$ cat src/rtl/core/sct_pkg.sv
package sct_pkg;

    // Fixed-point constants (angles in Q32, results in Q30)
    localparam logic [40:0] HALF_PI_Q32 = 41'h0_01921FB544;
    localparam logic [39:0] PI_Q32      = 40'h03243F6A89;
    localparam logic [39:0] TWO_PI_Q32  = 40'h06487ED511;
    localparam logic [30:0] ONE_Q30     = 31'h40000000;

    // Result range, signed Q2.30
    localparam logic signed [31:0] VALUE_MAX = 32'sh40000000;
    localparam logic signed [31:0] VALUE_MIN = -32'sh40000000;

    // Pipeline depth of each section
    localparam int RED_STAGES   = 9;
    localparam int POLY_STAGES  = 18;
    localparam int RED_STEPS    = 6;

    // Horner coefficients: six constant divisors, then the final halving
    localparam int NUM_DIV      = 6;
    localparam int NUM_TERMS    = 7;
    localparam int Q_W          = 34;

    localparam logic [7:0] DIVISOR [NUM_DIV] = '{
        8'd182, 8'd132, 8'd90, 8'd56, 8'd30, 8'd12
    };

    // floor(2^shift / d); the estimate is low by at most one
    localparam logic [31:0] RECIP [NUM_DIV] = '{
        32'd3020636340, 32'd4164816771, 32'd3054198966,
        32'd2454267026, 32'd2290649224, 32'd2863311530
    };

    localparam int unsigned RECIP_SHIFT [NUM_DIV] = '{39, 39, 38, 37, 36, 35};

    typedef logic [Q_W-1:0] t_quot [NUM_TERMS];

endpackage

$ cat src/rtl/core/sct_reduce.sv
module sct_reduce (
    input  logic                            i_clk,
    input  logic [sct_pkg::RED_STAGES-1:0]  i_en,
    input  logic [31:0]                     i_angle,
    input  logic                            i_kind,
    output logic [31:0]                     o_x30,
    output logic                            o_negate
);

    logic [40:0] r_a;
    logic [40:0] n_a;
    logic [39:0] r_m [sct_pkg::RED_STEPS+1];
    logic [39:0] n_abs;
    logic [31:0] r_x30;
    logic        r_neg;
    logic [39:0] n_fold;

    // Widen Q8.24 to Q32 and apply the sine offset
    always_comb begin
        n_a = {i_angle[31], i_angle, 8'h00};
        if (i_kind) begin
            n_a = n_a - sct_pkg::HALF_PI_Q32;
        end
    end

    always_ff @(posedge i_clk) begin
        if (i_en[0]) begin
            r_a <= n_a;
        end
    end

    // Magnitude
    always_comb begin
        n_abs = r_a[40] ? 40'(-r_a) : r_a[39:0];
    end

    always_ff @(posedge i_clk) begin
        if (i_en[1]) begin
            r_m[0] <= n_abs;
        end
    end

    // Restoring reduction modulo 2*pi, one quotient bit per stage
    for (genvar i = 0; i < sct_pkg::RED_STEPS; i++) begin : g_mod
        localparam logic [39:0] STEP_K = sct_pkg::TWO_PI_Q32 << (sct_pkg::RED_STEPS - 1 - i);

        always_ff @(posedge i_clk) begin
            if (i_en[2+i]) begin
                if (r_m[i] >= STEP_K) begin
                    r_m[i+1] <= r_m[i] - STEP_K;
                end else begin
                    r_m[i+1] <= r_m[i];
                end
            end
        end
    end

    // Half-turn fold into [0, pi)
    always_comb begin
        n_fold = r_m[sct_pkg::RED_STEPS];
        if (n_fold >= sct_pkg::PI_Q32) begin
            n_fold = n_fold - sct_pkg::PI_Q32;
        end
    end

    always_ff @(posedge i_clk) begin
        if (i_en[sct_pkg::RED_STAGES-1]) begin
            r_x30 <= n_fold[33:2];
            r_neg <= (r_m[sct_pkg::RED_STEPS] >= sct_pkg::PI_Q32);
        end
    end

    assign o_x30    = r_x30;
    assign o_negate = r_neg;

endmodule

$ cat config.mk
export PLATFORM = sky130hd
export DESIGN_NAME = sct_reduce
export DESIGN_NICKNAME = d
export VERILOG_FILES = /design/src/rtl/core/sct_pkg.sv /design/src/rtl/core/sct_reduce.sv
export SDC_FILE = /design/constraint.sdc
export NUM_CORES = 1
export LEC_CHECK = 0
export BUFFER_PORTS_ARGS = -buffer_cell sky130_fd_sc_hd__buf_2
export CAP_MARGIN = 20
export CORE_AREA = 4 4 171 173
export DETAILED_ROUTE_END_ITERATION = 10
export DIE_AREA = 0 0 175 177
export HOLD_SLACK_MARGIN = 0.15
export PLACE_DENSITY = 0.94
export SYNTH_ARGS = -nofsm -noshare
export SYNTH_HDL_FRONTEND = slang
export SYNTH_SLANG_ARGS = --single-unit
export TNS_END_PERCENT = 50
$ cat constraint.sdc
create_clock -name i_clk -period 7.14 [get_ports i_clk]
set_input_delay 1.428 -clock i_clk [delete_from_list [all_inputs] [get_ports i_clk]]
set_output_delay 1.428 -clock i_clk [all_outputs]
set_load 0.005 [all_outputs]
==> qor.json, run 1 <==
{
  "layout.filler_cells": {"value": 1735},
  "synth_fa_ha_area_share": {"value": 0.9094, "unit": "%"},
  "path_max_fanout": {"value": 11},
  "netSwitchingPower": {"value": 1.860, "unit": "mW"},
  "coreArea": {"value": 0.02763, "unit": "mm2"},
  "final-seq-area": {"value": 0.009970, "unit": "mm2"},
  "wl_met2": {"value": 19770, "unit": "um"},
  "first_iter_violations": {"value": 795},
  "critPathMostFrequentCell": {"value": "sky130_fd_sc_hd__a2111oi_1"},
  "initial_utilization": {"value": 64.74, "unit": "%"},
  "drive_above_1_share": {"value": 10.18, "unit": "%"},
  "wl": {"value": 34140, "unit": "um"},
  "synth_area_leaders": {"value": "sky130_fd_sc_hd__edfxtp_1, sky130_fd_sc_hd__xnor2_1, sky130_fd_sc_hd__xor2_1"},
  "hold_buffers": {"value": 0},
  "multi_input_area": {"value": 0.007617, "unit": "mm2"},
  "num_io_pins": {"value": 76},
  "drt-pass1-iter-count": {"value": 6},
  "synth_nets": {"value": 1597},
  "max-vdd-ir-drop": {"value": 0.0001996, "unit": "V"},
  "ys.flop_type": {"value": "sky130_fd_sc_hd__edfxtp_1"},
  "timing.setup.tns": {"value": 0, "unit": "ps"},
  "clockBufferDepth": {"value": 3},
  "placement.io_buffers": {"value": 75},
  "swShare": {"value": 29.36, "unit": "%"},
  "synth_top_area_share": {"value": 55.74, "unit": "%"},
  "finalWeightedCongestion": {"value": 0.9570},
  "holdCritPathClass": {"value": "register to register"},
  "wl_met1": {"value": 11340, "unit": "um"},
  "required_time_reported_for_the_critical_path_endpoint": {"value": 7410, "unit": "ps"},
  "critPathKind": {"value": "register to register"},
  "antenna_found_initial": {"value": 0},
  "synth.ff_latch_count": {"value": 332},
  "clkPwrFrac": {"value": 27.8, "unit": "%"},
  "synth_xor_area_share": {"value": 14.59, "unit": "%"},
  "cpMaxStageDelayCell": {"value": "sky130_fd_sc_hd__a2111oi_1"},
  "cell_internal_pwr": {"value": 4.474, "unit": "mW"},
  "max_freq": {"value": 252.1, "unit": "MHz"},
  "tightest_slew": {"value": 931.8, "unit": "ps"},
  "critical_path_arrival": {"value": 4240, "unit": "ps"},
  "row_count": {"value": 61},
  "grt_util_all_layers": {"value": 21.74, "unit": "%"},
  "yosysTopAreaCell": {"value": "sky130_fd_sc_hd__edfxtp_1"},
  "syn-instance-count": {"value": 1541},
  "top_post_synthesis_cells_by_count": {"value": "sky130_fd_sc_hd__edfxtp_1, sky130_fd_sc_hd__xnor2_1, sky130_fd_sc_hd__nand2_1, sky130_fd_sc_hd__nor2_1, sky130_fd_sc_hd__xor2_1"},
  "fin_total_pwr": {"value": 6.334, "unit": "mW"},
  "clk_transition_reported_paths": {"value": 50, "unit": "ps"},
  "syn_std_cell_area": {"value": 0.01789, "unit": "mm2"},
  "fin_util": {"value": 71.49, "unit": "%"},
  "async_flop_share": {"value": 0, "unit": "%"},
  "grt_setup_unrepaired": {"value": "false"},
  "clock-sinks": {"value": 332},
  "routed-via-count": {"value": 12420},
  "cpPeakStageDelay": {"value": 700, "unit": "ps"},
  "diodes": {"value": 0},
  "flow.area_growth_from_synthesis": {"value": 10.44, "unit": "%"},
  "finalMaxSlewViolations": {"value": 0},
  "crit_chain": {"value": "inv_1, ha_1, or3b_2, a2111oi_1, nor2_1, a2111oi_1, o41a_1, a311oi_1, a41o_1"},
  "time_the_worst_path_needs_with_i_o_delays_and_setup": {"value": 3966, "unit": "ps"},
  "final_clock_period_utilization_by_the_worst_path": {"value": 55.55, "unit": "%"},
  "timing.critical_path.from_type": {"value": "register"},
  "power_density": {"value": 320.7, "unit": "mW/mm2"},
  "post_cts_resized": {"value": 0},
  "synth.avg_cell_area": {"value": 11.61, "unit": "um2"},
  "cts-buffers-inserted": {"value": 36},
  "post_drt_via_cell_ratio": {"value": 6.152},
  "post-synth-top-count-cell": {"value": "sky130_fd_sc_hd__edfxtp_1"},
  "post-place-ws": {"value": 3251, "unit": "ps"},
  "remaining_drc_errors": {"value": 0},
  "total_leakage_power": {"value": 6.905, "unit": "nW"},
  "clock-root-buffer": {"value": "sky130_fd_sc_hd__clkbuf_16"},
  "finClkSkew": {"value": 21.97, "unit": "ps"},
  "synth.yosys.seq_area_share": {"value": 55.74, "unit": "%"},
  "cts_tree": {"value": "yes"},
  "timing.final.setup_violations": {"value": 0},
  "end_kind": {"value": "register"},
  "share_comb_of_total_power": {"value": 22.0, "unit": "%"},
  "timing.max_cap.violations": {"value": 0},
  "top_layer_in_use": {"value": "met4"},
  "antenna_violating_nets_post_route": {"value": 0},
  "synth_edf_count": {"value": 332},
  "place.detailed.hpwl": {"value": 24610, "unit": "um"},
  "share_seq_of_total_power": {"value": 50.2, "unit": "%"},
  "synth_top_family_by_area": {"value": "simple AND/OR/NAND/NOR gates"},
  "synth_compound_area_share": {"value": 11.50, "unit": "%"},
  "slew-limit-headroom": {"value": 37.65, "unit": "%"},
  "yosys_warnings": {"value": 0},
  "die_extent_in_y": {"value": 177, "unit": "um"},
  "met3WireLength": {"value": 1632, "unit": "um"},
  "wire_per_inst": {"value": 16.91, "unit": "um"},
  "design.die.area": {"value": 0.03098, "unit": "mm2"},
  "dieWidth": {"value": 175, "unit": "um"},
  "clkLatencyLatePin": {"value": 530, "unit": "ps"},
  "cts_setup_buffers": {"value": 0},
  "grt_max_degree": {"value": 42},
  "final_critical_path_setup_slack": {"value": 3174, "unit": "ps"},
  "number_of_global_route_vias_before_repair": {"value": 12740},
  "yosys-mux-area-fraction": {"value": 0.1819, "unit": "%"},
  "num-nets-final": {"value": 1672},
  "first_pass_grt_wire_length": {"value": 56330, "unit": "um"},
  "hold_slack": {"value": 418.7, "unit": "ps"},
  "final-hold-violation-count": {"value": 0},
  "synth_cell_type_count": {"value": 76},
  "grt_overflow": {"value": 0},
  "h-tree-depth": {"value": 2},
  "post_synth_and_or_nand_nor_area_fraction": {"value": 15.30, "unit": "%"},
  "status": {"value": "finished, final reports clean"}
}
## cell type report
type	instances	area share (%)
sequential	332	50.47
multi-input combinational	1133	38.56
clock buffer	43	4.801
tap	378	2.394
timing repair buffer	81	2.274
clock inverter	20	0.8805
inverter	32	0.6144
## logic make-up after synthesis
| group | count (synthesis) |
|---|---|
| flip-flops | 332 |
| XOR/XNOR | 298 |
| buffers and inverters | 76 |
| AND/OR/NAND/NOR | 525 |
| adder cells (fa/ha/maj) | 13 |
| AO/OA/AOI/OAI | 294 |
| multiplexers | 3 |
## per-layer routing
metal	GRT usage [%]	vias to the layer above
li1	-	5929
met1	19.31	5881
met2	46.22	473
met3	3.333	138
met4	10.41	0
met5	0	-
## worst paths after layout
| path | start | endpoint | slack, ps | depth (start not counted) |
|---|---|---|---|---|
| setup reg to reg | r_m[1][4] | r_m[2][39] | 3170 | 9 |
| setup / recovery | r_m[1][4] | r_m[2][39] | 3170 | 9 |
| hold reg to reg | r_m[2][2] | r_m[3][2] | 420 | 0 |
| hold / removal | r_m[2][2] | r_m[3][2] | 420 | 0 |
## state kept, by name, summed over array words and instances, names as in the netlist
name,count
r_m,265
o_negate,1
r_a,34
o_x30,32
## layout by cell type, fill, tap and decap left out, types with 31 or more instances in the layout
cell | Yosys | final
sky130_fd_sc_hd__a21oi_1 | 65 | 65
sky130_fd_sc_hd__buf_2 | 7 | 75
sky130_fd_sc_hd__clkbuf_16 | 0 | 37
sky130_fd_sc_hd__edfxtp_1 | 332 | 332
sky130_fd_sc_hd__inv_1 | 31 | 31
sky130_fd_sc_hd__nand2_1 | 140 | 140
sky130_fd_sc_hd__nand3_1 | 47 | 47
sky130_fd_sc_hd__nor2_1 | 95 | 95
sky130_fd_sc_hd__nor3_1 | 35 | 35
sky130_fd_sc_hd__o21ai_0 | 60 | 60
sky130_fd_sc_hd__xnor2_1 | 213 | 213
sky130_fd_sc_hd__xor2_1 | 85 | 85
## worst max-delay path, delay by kind of cell, from the launching register on
family / cells / cell delay (ps)
and+or+nand+nor: 2 / 680
adders and majority gates: 1 / 170
AOI/OAI and AO/OA: 5 / 2260
buffers and inverters: 1 / 110
DFF: 1 / 500
## metrics by stage
step	instance area (um2)	cells
floorplan	17890	1541
global placement	18580	1953
detailed placement	18580	1953
CTS	19700	2016
global route	19750	2019
finish	19750	2019
## power groups by stage
stage                     clock [mW]  combinational, mW  sequential (mW)
after floorplan                    0               1.07             3.09
after global placement             0               1.29             3.16
after detailed placement           0               1.36             3.20
after CTS                       1.79               1.38             3.16
after global routing            1.88               1.55             3.22
final                           1.76               1.39             3.18
(Power assumes the default switching activity.)
==> run 2: changes to the inputs <==
--- a/config.mk
+++ b/config.mk
@@ -7,11 +7,11 @@
 export LEC_CHECK = 0
 export BUFFER_PORTS_ARGS = -buffer_cell sky130_fd_sc_hd__buf_2
 export CAP_MARGIN = 20
-export CORE_AREA = 4 4 171 173
+export CORE_AREA = 4 4 184 186
 export DETAILED_ROUTE_END_ITERATION = 10
-export DIE_AREA = 0 0 175 177
+export DIE_AREA = 0 0 188 190
 export HOLD_SLACK_MARGIN = 0.15
-export PLACE_DENSITY = 0.94
+export PLACE_DENSITY = 0.87
 export SYNTH_ARGS = -nofsm -noshare
 export SYNTH_HDL_FRONTEND = slang
 export SYNTH_SLANG_ARGS = --single-unit
==> constraint.sdc (replaced) <==
create_clock -name i_clk -period 3.27 [get_ports i_clk]
set_input_delay 0.654 -clock i_clk [delete_from_list [all_inputs] [get_ports i_clk]]
set_output_delay 0.654 -clock i_clk [all_outputs]
set_load 0.005 [all_outputs]
==> run 2 against run 1 <==
Critical path depth down 1. Clock skew fell by 4.0 ps. Non-clock buffer count is 38 higher. Clock power rose by 120%. Setup slack got worse by 3100 ps.
==> qor.json, run 2 (synthesis results as in run 1) <==
{
  "status": {"value": "finished, final reports clean"},
  "mostFrequentLayoutCells": {"value": "sky130_fd_sc_hd__edfxtp_1, sky130_fd_sc_hd__xnor2_1, sky130_fd_sc_hd__nand2_1"},
  "first_pass_grt_wire_length": {"value": 55820, "unit": "um", "change": "-0.91%"},
  "cpPeakStageDelay": {"value": 490, "unit": "ps", "change": "-210 ps"},
  "antenna_found_initial": {"value": 0, "change": "unchanged"},
  "grt_max_degree": {"value": 41, "change": "-2.4%"},
  "rr_startpoint": {"value": "r_m[1][10]"},
  "total_leakage_power": {"value": 7.096, "unit": "nW", "change": "+2.8%"},
  "design.die.area": {"value": 0.03572, "unit": "mm2", "change": "+15%"},
  "finalWeightedCongestion": {"value": 0.9479, "change": "-0.95%"},
  "initial_utilization": {"value": 55.39, "unit": "%", "change": "-9.3 points"},
  "h-tree-depth": {"value": 2, "change": "unchanged"},
  "routed-via-count": {"value": 12190, "change": "-1.9%"},
  "row_count": {"value": 66, "change": "+8.2%"},
  "place.detailed.hpwl": {"value": 25290, "unit": "um", "change": "+2.8%"},
  "clk_transition_reported_paths": {"value": 60, "unit": "ps", "change": "about the same"},
  "r2r_setup_slack": {"value": 90, "unit": "ps", "change": "-3080 ps"},
  "post-place-ws": {"value": -139.0, "unit": "ps", "change": "-3390 ps"},
  "placement.io_buffers": {"value": 75, "change": "unchanged"},
  "clock-root-buffer": {"value": "sky130_fd_sc_hd__clkbuf_16"},
  "post_drt_via_cell_ratio": {"value": 5.745, "change": "-6.6%"},
  "cts_setup_buffers": {"value": 0, "change": "unchanged"},
  "time_the_worst_path_needs_with_i_o_delays_and_setup": {"value": 3178, "unit": "ps", "change": "-788.1 ps"},
  "wire_per_inst": {"value": 15.81, "unit": "um", "change": "-6.5%"},
  "regMostFlops": {"value": "r_m"},
  "worst_min_delay_path_endpoint": {"value": "r_a[8]"},
  "holdCritStartpoint": {"value": "i_angle[0]"},
  "slew-limit-headroom": {"value": 27.00, "unit": "%", "change": "-11 points"},
  "number_of_global_route_vias_before_repair": {"value": 12540, "change": "-1.6%"},
  "grt_util_all_layers": {"value": 18.59, "unit": "%", "change": "-3.2 points"},
  "num_io_pins": {"value": 76, "change": "unchanged"},
  "critical_path_arrival": {"value": 3430, "unit": "ps", "change": "-810 ps"},
  "layout.cells.most_common": {"value": "sky130_fd_sc_hd__edfxtp_1"},
  "tightest_slew": {"value": 1093, "unit": "ps", "change": "+160.9 ps"},
  "max_freq": {"value": 314.7, "unit": "MHz", "change": "+25%"},
  "final-hold-violation-count": {"value": 0, "change": "unchanged"},
  "worst_r2r_path_depth": {"value": 8, "change": "-1"},
  "timing.setup.tns": {"value": 0, "unit": "ps", "change": "unchanged"},
  "antenna_violating_nets_post_route": {"value": 0, "change": "unchanged"},
  "clkLatencyLatePin": {"value": 510, "unit": "ps", "change": "-20 ps"},
  "critPathMostFrequentCell": {"value": "sky130_fd_sc_hd__buf_4"},
  "coreArea": {"value": 0.03229, "unit": "mm2", "change": "+17%"},
  "holdCritPathClass": {"value": "input pin to register"},
  "clock-sinks": {"value": 332, "change": "unchanged"},
  "die_extent_in_y": {"value": 190, "unit": "um", "change": "+7.3%"},
  "num-nets-final": {"value": 1711, "change": "+2.3%"},
  "timing.max_cap.violations": {"value": 0, "change": "unchanged"},
  "critical-path-top-delay-family": {"value": "simple AND/OR/NAND/NOR gates"},
  "fin_total_pwr": {"value": 13.88, "unit": "mW", "change": "+120%"},
  "final_critical_path_setup_slack": {"value": 91.97, "unit": "ps", "change": "-3082 ps"},
  "critPathKind": {"value": "register to register"},
  "worstSetupStartpoint": {"value": "r_m[1][10]"},
  "largest_register_ff_count": {"value": 265, "change": "unchanged"},
  "timing.critical_path.from_type": {"value": "register"},
  "fin_util": {"value": 62.52, "unit": "%", "change": "-9.0 points"},
  "power_density": {"value": 687.5, "unit": "mW/mm2", "change": "+110%"},
  "flow.area_growth_from_synthesis": {"value": 12.87, "unit": "%"},
  "grt_overflow": {"value": 0, "change": "unchanged"},
  "path_max_fanout": {"value": 7, "change": "-4"},
  "end_kind": {"value": "register"},
  "wl": {"value": 33560, "unit": "um", "change": "-1.7%"},
  "cpMaxStageDelayCell": {"value": "sky130_fd_sc_hd__nor4_1"},
  "worstReg2RegEnd": {"value": "r_m[2][7]"},
  "first_iter_violations": {"value": 554, "change": "-30%"},
  "finClkSkew": {"value": 17.99, "unit": "ps", "change": "-3.985 ps"},
  "clockBufferDepth": {"value": 3, "change": "unchanged"},
  "timing.final.setup_violations": {"value": 0, "change": "unchanged"},
  "drt-pass1-iter-count": {"value": 8, "change": "+2"},
  "finalMaxSlewViolations": {"value": 0, "change": "unchanged"},
  "drive_above_1_share": {"value": 12.62, "unit": "%", "change": "+2.4 points"},
  "worstHoldPathCells": {"value": 1, "change": "+1"},
  "layout.filler_cells": {"value": 2377, "change": "+37%"},
  "crit_chain": {"value": "or3_1, nor4_1, a2111oi_4, buf_4, o41a_1, buf_4, or4_1, xnor2_1"},
  "grt_setup_unrepaired": {"value": "false"},
  "cts_tree": {"value": "yes"},
  "required_time_reported_for_the_critical_path_endpoint": {"value": 3520, "unit": "ps", "change": "-3890 ps"},
  "dieWidth": {"value": 188, "unit": "um", "change": "+7.4%"},
  "remaining_drc_errors": {"value": 0, "change": "unchanged"},
  "diodes": {"value": 0, "change": "unchanged"},
  "hold_buffers": {"value": 0, "change": "unchanged"},
  "max-vdd-ir-drop": {"value": 0.0003291, "unit": "V", "change": "+65%"},
  "crit_buf_inv": {"value": 2, "change": "+1"},
  "cts-buffers-inserted": {"value": 36, "change": "unchanged"},
  "final_clock_period_utilization_by_the_worst_path": {"value": 97.19, "unit": "%", "change": "+42 points"}
}
-- run 2: cell count changes in the layout (fill, tap and decap cells not counted), moves of 2 or more --
cell                        before  now
sky130_fd_sc_hd__a2111oi_1       2    0
sky130_fd_sc_hd__a2111oi_4       0    2
sky130_fd_sc_hd__buf_4           3   42
sky130_fd_sc_hd__clkinv_1        9    7
sky130_fd_sc_hd__clkinv_2        6    9
sky130_fd_sc_hd__inv_6           2    0
-- run 2: cell type report --
type	instances	area [um2]	area share, %
inverter	32	125.1	0.6198
multi-input combinational	1134	7685	38.07
clock inverter	19	165.2	0.8181
tap	442	553.0	2.739
sequential	332	9970	49.38
clock buffer	44	952.2	4.716
timing repair buffer	119	738.2	3.657
-- run 2: worst register-to-register path: stages, from the launching register on --
cell	delay, ps
sky130_fd_sc_hd__edfxtp_1	440
sky130_fd_sc_hd__or3_1	470
sky130_fd_sc_hd__nor4_1	490
sky130_fd_sc_hd__a2111oi_4	160
sky130_fd_sc_hd__buf_4	200
sky130_fd_sc_hd__o41a_1	420
sky130_fd_sc_hd__buf_4	180
sky130_fd_sc_hd__or4_1	420
sky130_fd_sc_hd__xnor2_1	140
-- run 2: worst max path at each step --
stage | to | slack [ps] | cells after the start
floorplan | r_m[2][39] | 230 | 10
global placement | r_m[2][39] | -40 | 12
detailed placement | r_m[2][20] | -140 | 11
CTS | r_m[2][39] | 70 | 12
global route | r_m[2][20] | 3 | 11
finish | r_m[2][7] | 90 | 8
-- run 2: per-stage QoR --
stage	area (um2)	instances	hold slack [ps]
6_report	20190	2122	325.3
5_1_grt	20190	2122	316.9
4_1_cts	20140	2121	305.3
3_5_place_dp	18970	2057	421.9
3_3_place_gp	18970	2057	414.5
2_1_floorplan	17890	1541	400.3
-- run 2: what timing repair did --
| action | CTS | global route |
|---|---|---|
| setup endpoints to repair | 36 | 15 |
| pin swaps | 1 | 1 |
| gates resized for setup | 4 | 5 |
| gates cloned | 1 | 0 |
-- run 2: power by group --
part	internal (mW)	switching (mW)
clock network	2.30	1.53
logic	1.50	1.65
registers	6.03	0.869
-- run 2: layer usage --
metal  vias to the layer above  GRT usage, %  wire [um]
met4                         0         10.16       1812
met2                       345         38.86      19010
met1                      5719         16.61      11370
met5                         -             0          0
met3                       143         2.716       1371
li1                       5983             -          -
